==> src/rtl/core/gsbc_pkg.sv <==
// Shared types, constants and the micro-program of the single-bin Goertzel unit.
package gsbc_pkg;

  // Coefficient format and rounding shifts.
  localparam int COEF_WIDTH = 18;
  localparam int FB_SHIFT   = 15;
  localparam int OUT_SHIFT  = 16;

  // Configuration register map.
  localparam int CFG_IDX_W = 1;
  localparam logic [CFG_IDX_W-1:0] CFG_COS = 1'b0;
  localparam logic [CFG_IDX_W-1:0] CFG_SIN = 1'b1;

  // Coefficient reset values: cos = 1.0, sin = 0.0 in Q1.16.
  localparam logic signed [COEF_WIDTH-1:0] COS_RESET = 18'sd65536;
  localparam logic signed [COEF_WIDTH-1:0] SIN_RESET = 18'sd0;

  // Micro-program sequencing.
  localparam int STEP_W = 5;
  localparam logic [STEP_W-1:0] FB_LAST_STEP  = 5'd10;
  localparam logic [STEP_W-1:0] OUT_LAST_STEP = 5'd28;

  typedef enum logic [2:0] {
    OP_MUL_LO,
    OP_MUL_HI,
    OP_RND,
    OP_ALU,
    OP_SHIFT,
    OP_CLEAR
  } uop_op_e;

  typedef enum logic {
    A_PREV_R,
    A_PREV_I
  } a_sel_e;

  typedef enum logic {
    C_COS,
    C_SIN
  } c_sel_e;

  typedef enum logic {
    X_PROD,
    X_ACC
  } x_sel_e;

  typedef enum logic [2:0] {
    Y_PREV2_R,
    Y_PREV2_I,
    Y_SMP_R,
    Y_SMP_I,
    Y_PROD,
    Y_ZERO
  } y_sel_e;

  typedef enum logic [2:0] {
    D_ACC,
    D_NR,
    D_NI,
    D_RE,
    D_IM
  } dst_e;

  typedef struct packed {
    uop_op_e op;
    a_sel_e  a_sel;
    c_sel_e  c_sel;
    logic    rnd_out;
    x_sel_e  x_sel;
    y_sel_e  y_sel;
    logic    sub;
    dst_e    dst;
  } uop_t;

  // Commands from the controller to the datapath.
  typedef struct packed {
    logic capture;
    logic exec;
    uop_t uop;
  } dp_cmd_t;

  localparam uop_t UOP_NONE = '{
    op:      OP_ALU,
    a_sel:   A_PREV_R,
    c_sel:   C_COS,
    rnd_out: 1'b0,
    x_sel:   X_ACC,
    y_sel:   Y_ZERO,
    sub:     1'b0,
    dst:     D_ACC
  };

  function automatic uop_t mul_uop(uop_op_e op, a_sel_e a, c_sel_e c);
    uop_t u;
    u       = UOP_NONE;
    u.op    = op;
    u.a_sel = a;
    u.c_sel = c;
    return u;
  endfunction

  function automatic uop_t rnd_uop(logic out_scale);
    uop_t u;
    u         = UOP_NONE;
    u.op      = OP_RND;
    u.rnd_out = out_scale;
    return u;
  endfunction

  function automatic uop_t alu_uop(x_sel_e x, y_sel_e y, logic sub, dst_e dst);
    uop_t u;
    u       = UOP_NONE;
    u.op    = OP_ALU;
    u.x_sel = x;
    u.y_sel = y;
    u.sub   = sub;
    u.dst   = dst;
    return u;
  endfunction

  function automatic uop_t ctl_uop(uop_op_e op);
    uop_t u;
    u    = UOP_NONE;
    u.op = op;
    return u;
  endfunction

  // Steps 0 to 10 run the recurrence of both lanes; steps 11 to 28 form the bin.
  function automatic uop_t uop_rom(logic [STEP_W-1:0] step);
    uop_t u;
    u = UOP_NONE;
    unique case (step)
      5'd0:  u = mul_uop(OP_MUL_LO, A_PREV_R, C_COS);
      5'd1:  u = mul_uop(OP_MUL_HI, A_PREV_R, C_COS);
      5'd2:  u = rnd_uop(1'b0);
      5'd3:  u = alu_uop(X_PROD, Y_PREV2_R, 1'b1, D_ACC);
      5'd4:  u = alu_uop(X_ACC, Y_SMP_R, 1'b0, D_NR);
      5'd5:  u = mul_uop(OP_MUL_LO, A_PREV_I, C_COS);
      5'd6:  u = mul_uop(OP_MUL_HI, A_PREV_I, C_COS);
      5'd7:  u = rnd_uop(1'b0);
      5'd8:  u = alu_uop(X_PROD, Y_PREV2_I, 1'b1, D_ACC);
      5'd9:  u = alu_uop(X_ACC, Y_SMP_I, 1'b0, D_NI);
      5'd10: u = ctl_uop(OP_SHIFT);
      5'd11: u = mul_uop(OP_MUL_LO, A_PREV_R, C_COS);
      5'd12: u = mul_uop(OP_MUL_HI, A_PREV_R, C_COS);
      5'd13: u = rnd_uop(1'b1);
      5'd14: u = alu_uop(X_PROD, Y_PREV2_R, 1'b1, D_ACC);
      5'd15: u = mul_uop(OP_MUL_LO, A_PREV_I, C_SIN);
      5'd16: u = mul_uop(OP_MUL_HI, A_PREV_I, C_SIN);
      5'd17: u = rnd_uop(1'b1);
      5'd18: u = alu_uop(X_ACC, Y_PROD, 1'b1, D_RE);
      5'd19: u = mul_uop(OP_MUL_LO, A_PREV_R, C_SIN);
      5'd20: u = mul_uop(OP_MUL_HI, A_PREV_R, C_SIN);
      5'd21: u = rnd_uop(1'b1);
      5'd22: u = alu_uop(X_PROD, Y_ZERO, 1'b0, D_ACC);
      5'd23: u = mul_uop(OP_MUL_LO, A_PREV_I, C_COS);
      5'd24: u = mul_uop(OP_MUL_HI, A_PREV_I, C_COS);
      5'd25: u = rnd_uop(1'b1);
      5'd26: u = alu_uop(X_ACC, Y_PROD, 1'b0, D_ACC);
      5'd27: u = alu_uop(X_ACC, Y_PREV2_I, 1'b1, D_IM);
      5'd28: u = ctl_uop(OP_CLEAR);
      default: u = UOP_NONE;
    endcase
    return u;
  endfunction

endpackage

==> src/rtl/core/goertzel_single_bin_complex_unit.sv <==
// Top level of the single-bin complex Goertzel unit: controller, datapath and checks.
//
// Computes one DFT bin over a block of complex samples with two Goertzel recurrences, one
// for the real and one for the imaginary part, sharing 2*cos(omega). Write cos and sin of
// omega as signed Q1.16 values to registers 0 and 1 while the unit is idle. Each sample
// is transferred and then runs 11 micro-operations of the recurrence; the sample marked
// last then runs the bin steps, which wait while a previous bin still waits in the result
// register. The pace is set by the single shared multiplier, which forms each
// lane-times-coefficient product as two ACC_WIDTH/2 by 18 bit partial products followed
// by a rounding step, and by the micro-program that runs all products through it in turn.
// After the bin is formed the lane state clears and the next block may start; a finished
// bin waits in the output register while the next block's samples are taken.
module goertzel_single_bin_complex_unit #(
  parameter int SAMPLE_WIDTH = 16,
  parameter int ACC_WIDTH    = 48
) (
  input  logic                             clk_i,
  input  logic                             rst_ni,
  input  logic                             cfg_we_i,
  input  logic [gsbc_pkg::CFG_IDX_W-1:0]   cfg_idx_i,
  input  logic [gsbc_pkg::COEF_WIDTH-1:0]  cfg_data_i,
  input  logic                             in_valid_i,
  output logic                             in_ready_o,
  input  logic signed [SAMPLE_WIDTH-1:0]   sample_re_i,
  input  logic signed [SAMPLE_WIDTH-1:0]   sample_im_i,
  input  logic                             last_sample_i,
  output logic                             out_valid_o,
  input  logic                             out_ready_i,
  output logic signed [ACC_WIDTH-1:0]      bin_real_o,
  output logic signed [ACC_WIDTH-1:0]      bin_imag_o
);
  import gsbc_pkg::*;

  dp_cmd_t cmd;

  // Sequencer and handshakes.
  gsbc_ctrl u_ctrl (
    .clk_i         (clk_i),
    .rst_ni        (rst_ni),
    .in_valid_i    (in_valid_i),
    .in_ready_o    (in_ready_o),
    .last_sample_i (last_sample_i),
    .out_valid_o   (out_valid_o),
    .out_ready_i   (out_ready_i),
    .cmd_o         (cmd)
  );

  // Arithmetic and state.
  gsbc_dp #(
    .SAMPLE_WIDTH (SAMPLE_WIDTH),
    .ACC_WIDTH    (ACC_WIDTH)
  ) u_dp (
    .clk_i       (clk_i),
    .rst_ni      (rst_ni),
    .cmd_i       (cmd),
    .cfg_we_i    (cfg_we_i),
    .cfg_idx_i   (cfg_idx_i),
    .cfg_data_i  (cfg_data_i),
    .sample_re_i (sample_re_i),
    .sample_im_i (sample_im_i),
    .bin_real_o  (bin_real_o),
    .bin_imag_o  (bin_imag_o)
  );

  // No micro-operation runs while the unit offers to take a sample.
  a_no_exec_when_ready: assert property (@(posedge clk_i) disable iff (!rst_ni)
    in_ready_o |-> !cmd.exec)
    else $error("micro-operation issued while input is ready");

  // A new bin is presented only right after the clearing step.
  a_valid_after_clear: assert property (@(posedge clk_i) disable iff (!rst_ni)
    $rose(out_valid_o) |-> $past(cmd.exec && (cmd.uop.op == OP_CLEAR)))
    else $error("result presented without completing the bin sequence");

  // The result register is never overwritten while a bin waits for transfer.
  a_no_result_overwrite: assert property (@(posedge clk_i) disable iff (!rst_ni)
    (cmd.exec && (cmd.uop.op == OP_ALU) && ((cmd.uop.dst == D_RE) || (cmd.uop.dst == D_IM)))
      |-> !out_valid_o)
    else $error("result register written while a bin is pending");

endmodule

==> src/rtl/core/gsbc_ctrl.sv <==
// Controller: handshakes and micro-program sequencer of the Goertzel unit.
module gsbc_ctrl (
  input  logic              clk_i,
  input  logic              rst_ni,
  input  logic              in_valid_i,
  output logic              in_ready_o,
  input  logic              last_sample_i,
  output logic              out_valid_o,
  input  logic              out_ready_i,
  output gsbc_pkg::dp_cmd_t cmd_o
);
  import gsbc_pkg::*;

  typedef enum logic [2:0] {
    ST_IDLE = 3'b001,
    ST_RUN  = 3'b010,
    ST_WAIT = 3'b100
  } state_e;

  state_e              state_q, state_d;
  logic [STEP_W-1:0]   step_q, step_d;
  logic                last_q, last_d;
  logic                out_valid_q, out_valid_d;
  logic                capture;
  logic                out_free;

  assign in_ready_o  = (state_q == ST_IDLE);
  assign out_valid_o = out_valid_q;
  assign capture     = in_valid_i && in_ready_o;

  // The result register can take a new bin once the pending one is transferred.
  assign out_free = !out_valid_q || out_ready_i;

  // Commands to the datapath.
  assign cmd_o.capture = capture;
  assign cmd_o.exec    = (state_q == ST_RUN);
  assign cmd_o.uop     = uop_rom(step_q);

  // Sequencer: recurrence steps for every sample, bin steps after the last one.
  always_comb begin
    state_d     = state_q;
    step_d      = step_q;
    last_d      = last_q;
    out_valid_d = out_valid_q;
    if (out_valid_q && out_ready_i) begin
      out_valid_d = 1'b0;
    end
    unique case (state_q)
      ST_IDLE: begin
        if (capture) begin
          state_d = ST_RUN;
          step_d  = '0;
          last_d  = last_sample_i;
        end
      end
      ST_RUN: begin
        if (step_q == FB_LAST_STEP) begin
          step_d = step_q + 1'b1;
          if (!last_q) begin
            state_d = ST_IDLE;
          end else if (!out_free) begin
            state_d = ST_WAIT;
          end
        end else if (step_q == OUT_LAST_STEP) begin
          state_d     = ST_IDLE;
          out_valid_d = 1'b1;
        end else begin
          step_d = step_q + 1'b1;
        end
      end
      ST_WAIT: begin
        if (out_free) begin
          state_d = ST_RUN;
        end
      end
      default: begin
        state_d = ST_IDLE;
      end
    endcase
  end

  always_ff @(posedge clk_i or negedge rst_ni) begin
    if (!rst_ni) begin
      state_q     <= ST_IDLE;
      step_q      <= '0;
      last_q      <= 1'b0;
      out_valid_q <= 1'b0;
    end else begin
      state_q     <= state_d;
      step_q      <= step_d;
      last_q      <= last_d;
      out_valid_q <= out_valid_d;
    end
  end

endmodule

==> src/rtl/core/gsbc_dp.sv <==
// Datapath: lane state, coefficients, split multiplier, rounding and saturating adder.
module gsbc_dp #(
  parameter int SAMPLE_WIDTH = 16,
  parameter int ACC_WIDTH    = 48
) (
  input  logic                                  clk_i,
  input  logic                                  rst_ni,
  input  gsbc_pkg::dp_cmd_t                     cmd_i,
  input  logic                                  cfg_we_i,
  input  logic [gsbc_pkg::CFG_IDX_W-1:0]        cfg_idx_i,
  input  logic [gsbc_pkg::COEF_WIDTH-1:0]       cfg_data_i,
  input  logic signed [SAMPLE_WIDTH-1:0]        sample_re_i,
  input  logic signed [SAMPLE_WIDTH-1:0]        sample_im_i,
  output logic signed [ACC_WIDTH-1:0]           bin_real_o,
  output logic signed [ACC_WIDTH-1:0]           bin_imag_o
);
  import gsbc_pkg::*;

  localparam int LO_W = ACC_WIDTH / 2;
  localparam int HI_W = ACC_WIDTH - LO_W;
  localparam int PRW  = ACC_WIDTH + COEF_WIDTH + 1;
  localparam int SW   = ACC_WIDTH + 1;

  localparam logic signed [ACC_WIDTH-1:0] ACC_MAX = {1'b0, {(ACC_WIDTH-1){1'b1}}};
  localparam logic signed [ACC_WIDTH-1:0] ACC_MIN = {1'b1, {(ACC_WIDTH-1){1'b0}}};
  localparam logic signed [PRW-1:0] PR_MAX  = PRW'(ACC_MAX);
  localparam logic signed [PRW-1:0] PR_MIN  = PRW'(ACC_MIN);
  localparam logic signed [SW-1:0]  SUM_MAX = SW'(ACC_MAX);
  localparam logic signed [SW-1:0]  SUM_MIN = SW'(ACC_MIN);
  localparam logic signed [PRW-1:0] HALF_FB  = PRW'(2 ** (FB_SHIFT - 1));
  localparam logic signed [PRW-1:0] HALF_OUT = PRW'(2 ** (OUT_SHIFT - 1));

  logic signed [COEF_WIDTH-1:0]       cos_q, sin_q;
  logic signed [ACC_WIDTH-1:0]        prev_r_q, prev2_r_q, prev_i_q, prev2_i_q;
  logic signed [SAMPLE_WIDTH-1:0]     smp_re_q, smp_im_q;
  logic signed [LO_W+COEF_WIDTH:0]    pp_lo_q, pp_lo_d;
  logic signed [HI_W+COEF_WIDTH-1:0]  pp_hi_q, pp_hi_d;
  logic signed [ACC_WIDTH-1:0]        prod_q, prod_d;
  logic signed [ACC_WIDTH-1:0]        acc_q, nr_q, ni_q;
  logic signed [ACC_WIDTH-1:0]        bin_real_q, bin_imag_q;

  logic signed [ACC_WIDTH-1:0]        a_op;
  logic        [LO_W-1:0]             a_lo;
  logic signed [HI_W-1:0]             a_hi;
  logic signed [COEF_WIDTH-1:0]       c_op;
  logic signed [PRW-1:0]              rnd_sum, rnd_shift;
  logic signed [ACC_WIDTH-1:0]        x_op, y_op;
  logic signed [SW-1:0]               alu_sum;
  logic signed [ACC_WIDTH-1:0]        alu_res;

  uop_t uop;
  assign uop = cmd_i.uop;

  assign bin_real_o = bin_real_q;
  assign bin_imag_o = bin_imag_q;

  // Multiplier operands: one lane value times one coefficient.
  assign a_op = (uop.a_sel == A_PREV_R) ? prev_r_q : prev_i_q;
  assign c_op = (uop.c_sel == C_COS) ? cos_q : sin_q;
  assign a_lo = a_op[LO_W-1:0];
  assign a_hi = a_op[ACC_WIDTH-1:LO_W];

  // Partial products: the low half is unsigned, the high half carries the sign.
  assign pp_lo_d = $signed({1'b0, a_lo}) * c_op;
  assign pp_hi_d = a_hi * c_op;

  // Recombine, round to nearest with ties up, and saturate to the lane width.
  assign rnd_sum   = (PRW'(pp_hi_q) <<< LO_W) + PRW'(pp_lo_q)
                   + (uop.rnd_out ? HALF_OUT : HALF_FB);
  assign rnd_shift = uop.rnd_out ? (rnd_sum >>> OUT_SHIFT) : (rnd_sum >>> FB_SHIFT);

  always_comb begin
    if (rnd_shift > PR_MAX) begin
      prod_d = ACC_MAX;
    end else if (rnd_shift < PR_MIN) begin
      prod_d = ACC_MIN;
    end else begin
      prod_d = rnd_shift[ACC_WIDTH-1:0];
    end
  end

  // Saturating add or subtract.
  assign x_op = (uop.x_sel == X_PROD) ? prod_q : acc_q;

  always_comb begin
    unique case (uop.y_sel)
      Y_PREV2_R: y_op = prev2_r_q;
      Y_PREV2_I: y_op = prev2_i_q;
      Y_SMP_R:   y_op = ACC_WIDTH'(smp_re_q);
      Y_SMP_I:   y_op = ACC_WIDTH'(smp_im_q);
      Y_PROD:    y_op = prod_q;
      default:   y_op = '0;
    endcase
  end

  assign alu_sum = uop.sub ? (SW'(x_op) - SW'(y_op)) : (SW'(x_op) + SW'(y_op));

  always_comb begin
    if (alu_sum > SUM_MAX) begin
      alu_res = ACC_MAX;
    end else if (alu_sum < SUM_MIN) begin
      alu_res = ACC_MIN;
    end else begin
      alu_res = alu_sum[ACC_WIDTH-1:0];
    end
  end

  // Coefficient registers.
  always_ff @(posedge clk_i or negedge rst_ni) begin
    if (!rst_ni) begin
      cos_q <= COS_RESET;
      sin_q <= SIN_RESET;
    end else if (cfg_we_i) begin
      if (cfg_idx_i == CFG_COS) begin
        cos_q <= cfg_data_i;
      end else begin
        sin_q <= cfg_data_i;
      end
    end
  end

  // Lane state: advance after the recurrence, clear after a bin is formed.
  always_ff @(posedge clk_i or negedge rst_ni) begin
    if (!rst_ni) begin
      prev_r_q  <= '0;
      prev2_r_q <= '0;
      prev_i_q  <= '0;
      prev2_i_q <= '0;
    end else if (cmd_i.exec && (uop.op == OP_SHIFT)) begin
      prev2_r_q <= prev_r_q;
      prev_r_q  <= nr_q;
      prev2_i_q <= prev_i_q;
      prev_i_q  <= ni_q;
    end else if (cmd_i.exec && (uop.op == OP_CLEAR)) begin
      prev_r_q  <= '0;
      prev2_r_q <= '0;
      prev_i_q  <= '0;
      prev2_i_q <= '0;
    end
  end

  // Working registers and the result register.
  always_ff @(posedge clk_i) begin
    if (cmd_i.capture) begin
      smp_re_q <= sample_re_i;
      smp_im_q <= sample_im_i;
    end
    if (cmd_i.exec) begin
      unique case (uop.op)
        OP_MUL_LO: pp_lo_q <= pp_lo_d;
        OP_MUL_HI: pp_hi_q <= pp_hi_d;
        OP_RND:    prod_q  <= prod_d;
        OP_ALU: begin
          unique case (uop.dst)
            D_ACC:   acc_q      <= alu_res;
            D_NR:    nr_q       <= alu_res;
            D_NI:    ni_q       <= alu_res;
            D_RE:    bin_real_q <= alu_res;
            D_IM:    bin_imag_q <= alu_res;
            default: acc_q      <= acc_q;
          endcase
        end
        default: pp_lo_q <= pp_lo_q;
      endcase
    end
  end

endmodule

==> config.mk <==
export PLATFORM = sky130hd
export DESIGN_NAME = goertzel_single_bin_complex_unit
export DESIGN_NICKNAME = d
export VERILOG_FILES = /design/src/rtl/core/gsbc_pkg.sv /design/src/rtl/core/goertzel_single_bin_complex_unit.sv /design/src/rtl/core/gsbc_ctrl.sv /design/src/rtl/core/gsbc_dp.sv
export SDC_FILE = /design/constraint.sdc
export NUM_CORES = 2
export LEC_CHECK = 0
export BUFFER_PORTS_ARGS = -buffer_cell sky130_fd_sc_hd__buf_4
export CORE_AREA = 2 2 342 429
export CTS_CLUSTER_DIAMETER = 150
export DETAILED_ROUTE_END_ITERATION = 12
export DIE_AREA = 0 0 344 431
export GPL_ROUTABILITY_DRIVEN = 0
export RECOVER_POWER = 25
export SETUP_SLACK_MARGIN = 0.1
export SKIP_LAST_GASP = 1
export SYNTH_ARGS = -nofsm -noshare
export SYNTH_HDL_FRONTEND = slang
export SYNTH_HIERARCHICAL = 1
export SYNTH_SLANG_ARGS = --single-unit
export TNS_END_PERCENT = 100
==> constraint.sdc <==
create_clock -name clk_i -period 11.75 [get_ports clk_i]
set_clock_uncertainty 0.2 [all_clocks]
set_input_delay 0.5875 -clock clk_i [delete_from_list [all_inputs] [get_ports clk_i]]
set_output_delay 0.5875 -clock clk_i [all_outputs]
set_load 0.03 [all_outputs]
==> impl_results.md <==
* Total wire length at 175000 um
* # rows at 156
* WHS at 256 ps
* Tot GR Track Use at 23.8%
* Post-placement cell count at 8136
* RSZ-0062 raised after global routing: no
* Root Buffer: clkbuf_16
* Total number of vias at 45308
* Hold Vio Cnt, Final at 0
* Starting Density at 42.8%
* Vias/cell at 5.45
* # IOs at 155
* Residual DRC at 0
* #FFs+latches synth at 629
* Share of cells above drive strength 1 at 7.90%
* CTS tree: built
* Synth Area per Inst at 9.79 sq um
* Multi-input gate area in the final layout at 0.0396 sq mm
* Max Cap Viol at 6
* IO buf count at 154
* Die Wd at 344 um
* Post-Synthesis Cells at 6298
* Die ar. at 0.148 sq mm
* Slew Limit Fails at 300
* Fillers at 13698
* FF+latch area at 0.0177 sq mm
* Post-CTS Repair Setup Buffers at 0
* Top_reg_cell synth: edfxtp_1
* Tcrit/Tclk final at 90.9%
* Drt first-iter violations at 3083
* Number of warnings issued by yosys at 6
* Setup TNS at 0 ps
* P_int at 0.00734 W
* First-pass GRT wire length at 271000 um
* Sw Pwr at 0.00574 W
* Vias in the first global route at 46515
* Pwr Density at 194 mW/mm^2
* Status: finished with violations
* Wire per inst at 21.0 um
* Finish-stage setup viols at 0
* Slew at the pin with the worst max-slew slack at 4540 ps
* Post-synth ARST share at 37.8%
* Nets at 7543
* CP Capture Type: register
* Worst skew pair latency at 650 ps
* Crit Path Category: register to register
* Slew headroom at -203%
* Worst Hold Class: input port to register
* CTS resizes at 0
* Routed Antenna Nets at 0
* Peak VDD IR at 0.000389 V
* WP data arrival at 10850 ps
* Largest net degree at the start of global routing at 216
* Synth Cell Area at 0.0617 sq mm
* Fmax at 93.6 MHz
* P&R area growth vs syn at 9.10%
* GRT Residual Overflow at 0
* Startpoint Class: register
* Clock-pin slew on the worst setup and hold paths at 70 ps
* Top area cells in the synthesized netlist: fa_1, edfxtp_1, dfrtp_1
* Hpwl dp at 139000 um
* Unique masters post-synth at 105
* Area of the core at 0.144 sq mm
* Num CTS Buffers at 67
* Worst Reg-to-Reg Cells at 27
* Yosys top cell area share at 25.3%
* Non-Filler Instances at 8313
* Sequential share of the synthesized area at 28.7%
* Clock sinks at 629
* Combinational power share at 53.8%
* Leakage at 28.8 nW
* Clk pwr share at 16.6%
* Worst-path fanout max at 34
* Min Tclk post-route at 10680 ps
* Seq pwr share at 29.6%
* Top cell type by total area after synthesis: fa_1
* Worst Hold Depth at 3
* Max Buffers Root-to-Sink at 3
* DRT Pass-1 Iters at 6
* Failing checks: capacitance limit, slew limit
* Post-synth EDFFs at 391
* Final Cell Area at 0.0673 sq mm
* Die height at 431 um
* Initial antenna violation count at 4
* Switching Fraction at 43.9%
* Post-DP Area at 0.0649 sq mm
* Mapped Nets at 7479
* H-tree lvl count at 3
* CP required at 11920 ps
[routing by layer]
| layer | vias to the layer above | part of all wire, % | global-route usage (%) |
|---|---|---|---|
| li1 | 20564 | - | - |
| met1 | 22914 | 43 | 31.8 |
| met2 | 1503 | 47 | 39.2 |
| met3 | 325 | 5.7 | 2.87 |
| met4 | 2 | 4.6 | 9.71 |
| met5 | - | 0.0063 | 0 |
[power groups by stage]
| stage | registers [W] | clock network (W) | logic [W] |
|---|---|---|---|
| after floorplan | 0.00386 | 0 | 0.00468 |
| after global placement | 0.00392 | 0 | 0.00682 |
| after detailed placement | 0.00392 | 0 | 0.00695 |
| after CTS | 0.00387 | 0.00222 | 0.00700 |
| after global routing | 0.00389 | 0.00231 | 0.00766 |
| final | 0.00388 | 0.00217 | 0.00703 |
[Yosys cell counts, types with 159 or more instances]
cell type and count:
inv_1 865, nand2_1 956, ha_1 346, clkbuf_1 248
nor2_1 440, dfrtp_1 236, mux2_2 159, o21ai_0 368
nand2b_1 220, fa_1 778, a21oi_1 245, edfxtp_1 391
[kinds of logic (layout without fill, tap and decap cells)]
logic type / count (synthesis) / in the layout / synth area share, %
other cells: 0 / 1 / 0
xor+xnor: 197 / 197 / 2.81
simple gates: 1882 / 1882 / 13.6
fa+ha+maj: 1171 / 1171 / 33.1
mux: 309 / 309 / 5.37
compound gates: 926 / 926 / 8.97
flops: 629 / 629 / 28.7
buf+inv: 1184 / 1302 / 7.47
[final timing paths]
kind | slack, ps | to | from
setup / recovery | 1070 | u_dp/pp_lo_q[40] | u_ctrl/step_q[4]
hold / removal | 260 | u_ctrl/out_valid_o | out_ready_i
setup reg to reg | 1070 | u_dp/pp_lo_q[40] | u_ctrl/step_q[4]
hold reg to reg | 270 | u_dp/prev2_i_q[26] | u_dp/prev2_i_q[26]
max in group asynchronous | 2610 | u_dp/cos_q[12] | rst_ni
min in group asynchronous | 1960 | u_ctrl/step_q[1] | rst_ni
[cell type report]
type                    count  area share [%]
diodes                      1         0.00372
clock buffers              89            2.75
clock inverters            34           0.569
inverters                 868            4.86
multi-input cells        4485            58.9
flip-flops and latches    629            26.3
well taps                1896            3.53
repair buffers            311            3.12
[per-stage QoR]
| step | setup slack (ps) | util, % | total power [W] |
|---|---|---|---|
| global placement | 1290 | 45.1 | 0.0107 |
| floorplan | 2950 | - | 0.00854 |
| global route | 714 | 46.7 | 0.0139 |
| detailed placement | 1260 | 45.1 | 0.0109 |
| CTS | 1220 | 47.0 | 0.0131 |
| finish | 1070 | 46.7 | 0.0131 |
[timing repair]
item,CTS,global route
setup endpoints to repair,0,0
hold endpoints to repair,147,0
hold buffers,53,0
[critical path: stages (launching register included)]
cell and delay, ps:
dfrtp_1 1020, inv_1 290, nor2_1 350, nand2_1 150, o21ai_4 110, buf_4 530, mux2_2 810, nand2_1 180
fa_1 540, fa_1 570, inv_1 90, fa_1 540, inv_1 80, fa_1 520, fa_1 510, fa_1 490
inv_1 40, ha_1 420, nand4_1 250, a211oi_1 490, or3b_2 550, a21oi_1 150, nor2_1 150, o21ai_0 470
a41o_1 320, or2_2 160, a31oi_1 100, xnor2_1 150
[cells in the final DEF (no fill, tap or decap), types with 11 or more instances in the layout]
cell           Yosys  final
a211oi_1          25     25
a21boi_0          11     11
a21o_1            60     60
a21oi_1          245    247
a31oi_1           25     24
and2_1            13     13
and3_1            16     16
and4_1            14     14
buf_4              7    119
clkbuf_1         248    118
clkbuf_16          0     68
clkbuf_4           0     33
dfrtp_1          236    236
dlygate4sd3_1      0     53
edfxtp_1         391    391
fa_1             778    778
ha_1             346    346
inv_1            865    865
maj3_1            28     28
maj3_2            19     19
mux2_2           159    159
mux2i_1          138    131
nand2_1          956    956
nand2b_1         220    220
nand3_1           43     43
nand3b_1          13     13
nand4_1           40     40
nor2_1           440    435
nor2b_1           25     24
nor3_1            34     32
o21a_1            33     33
o21ai_0          368    365
o21bai_1          20     20
o31ai_1           16     15
or3_1             11     11
xnor2_1          130    129
xor2_1            66     66
Power figures use the tool's default switching activity.
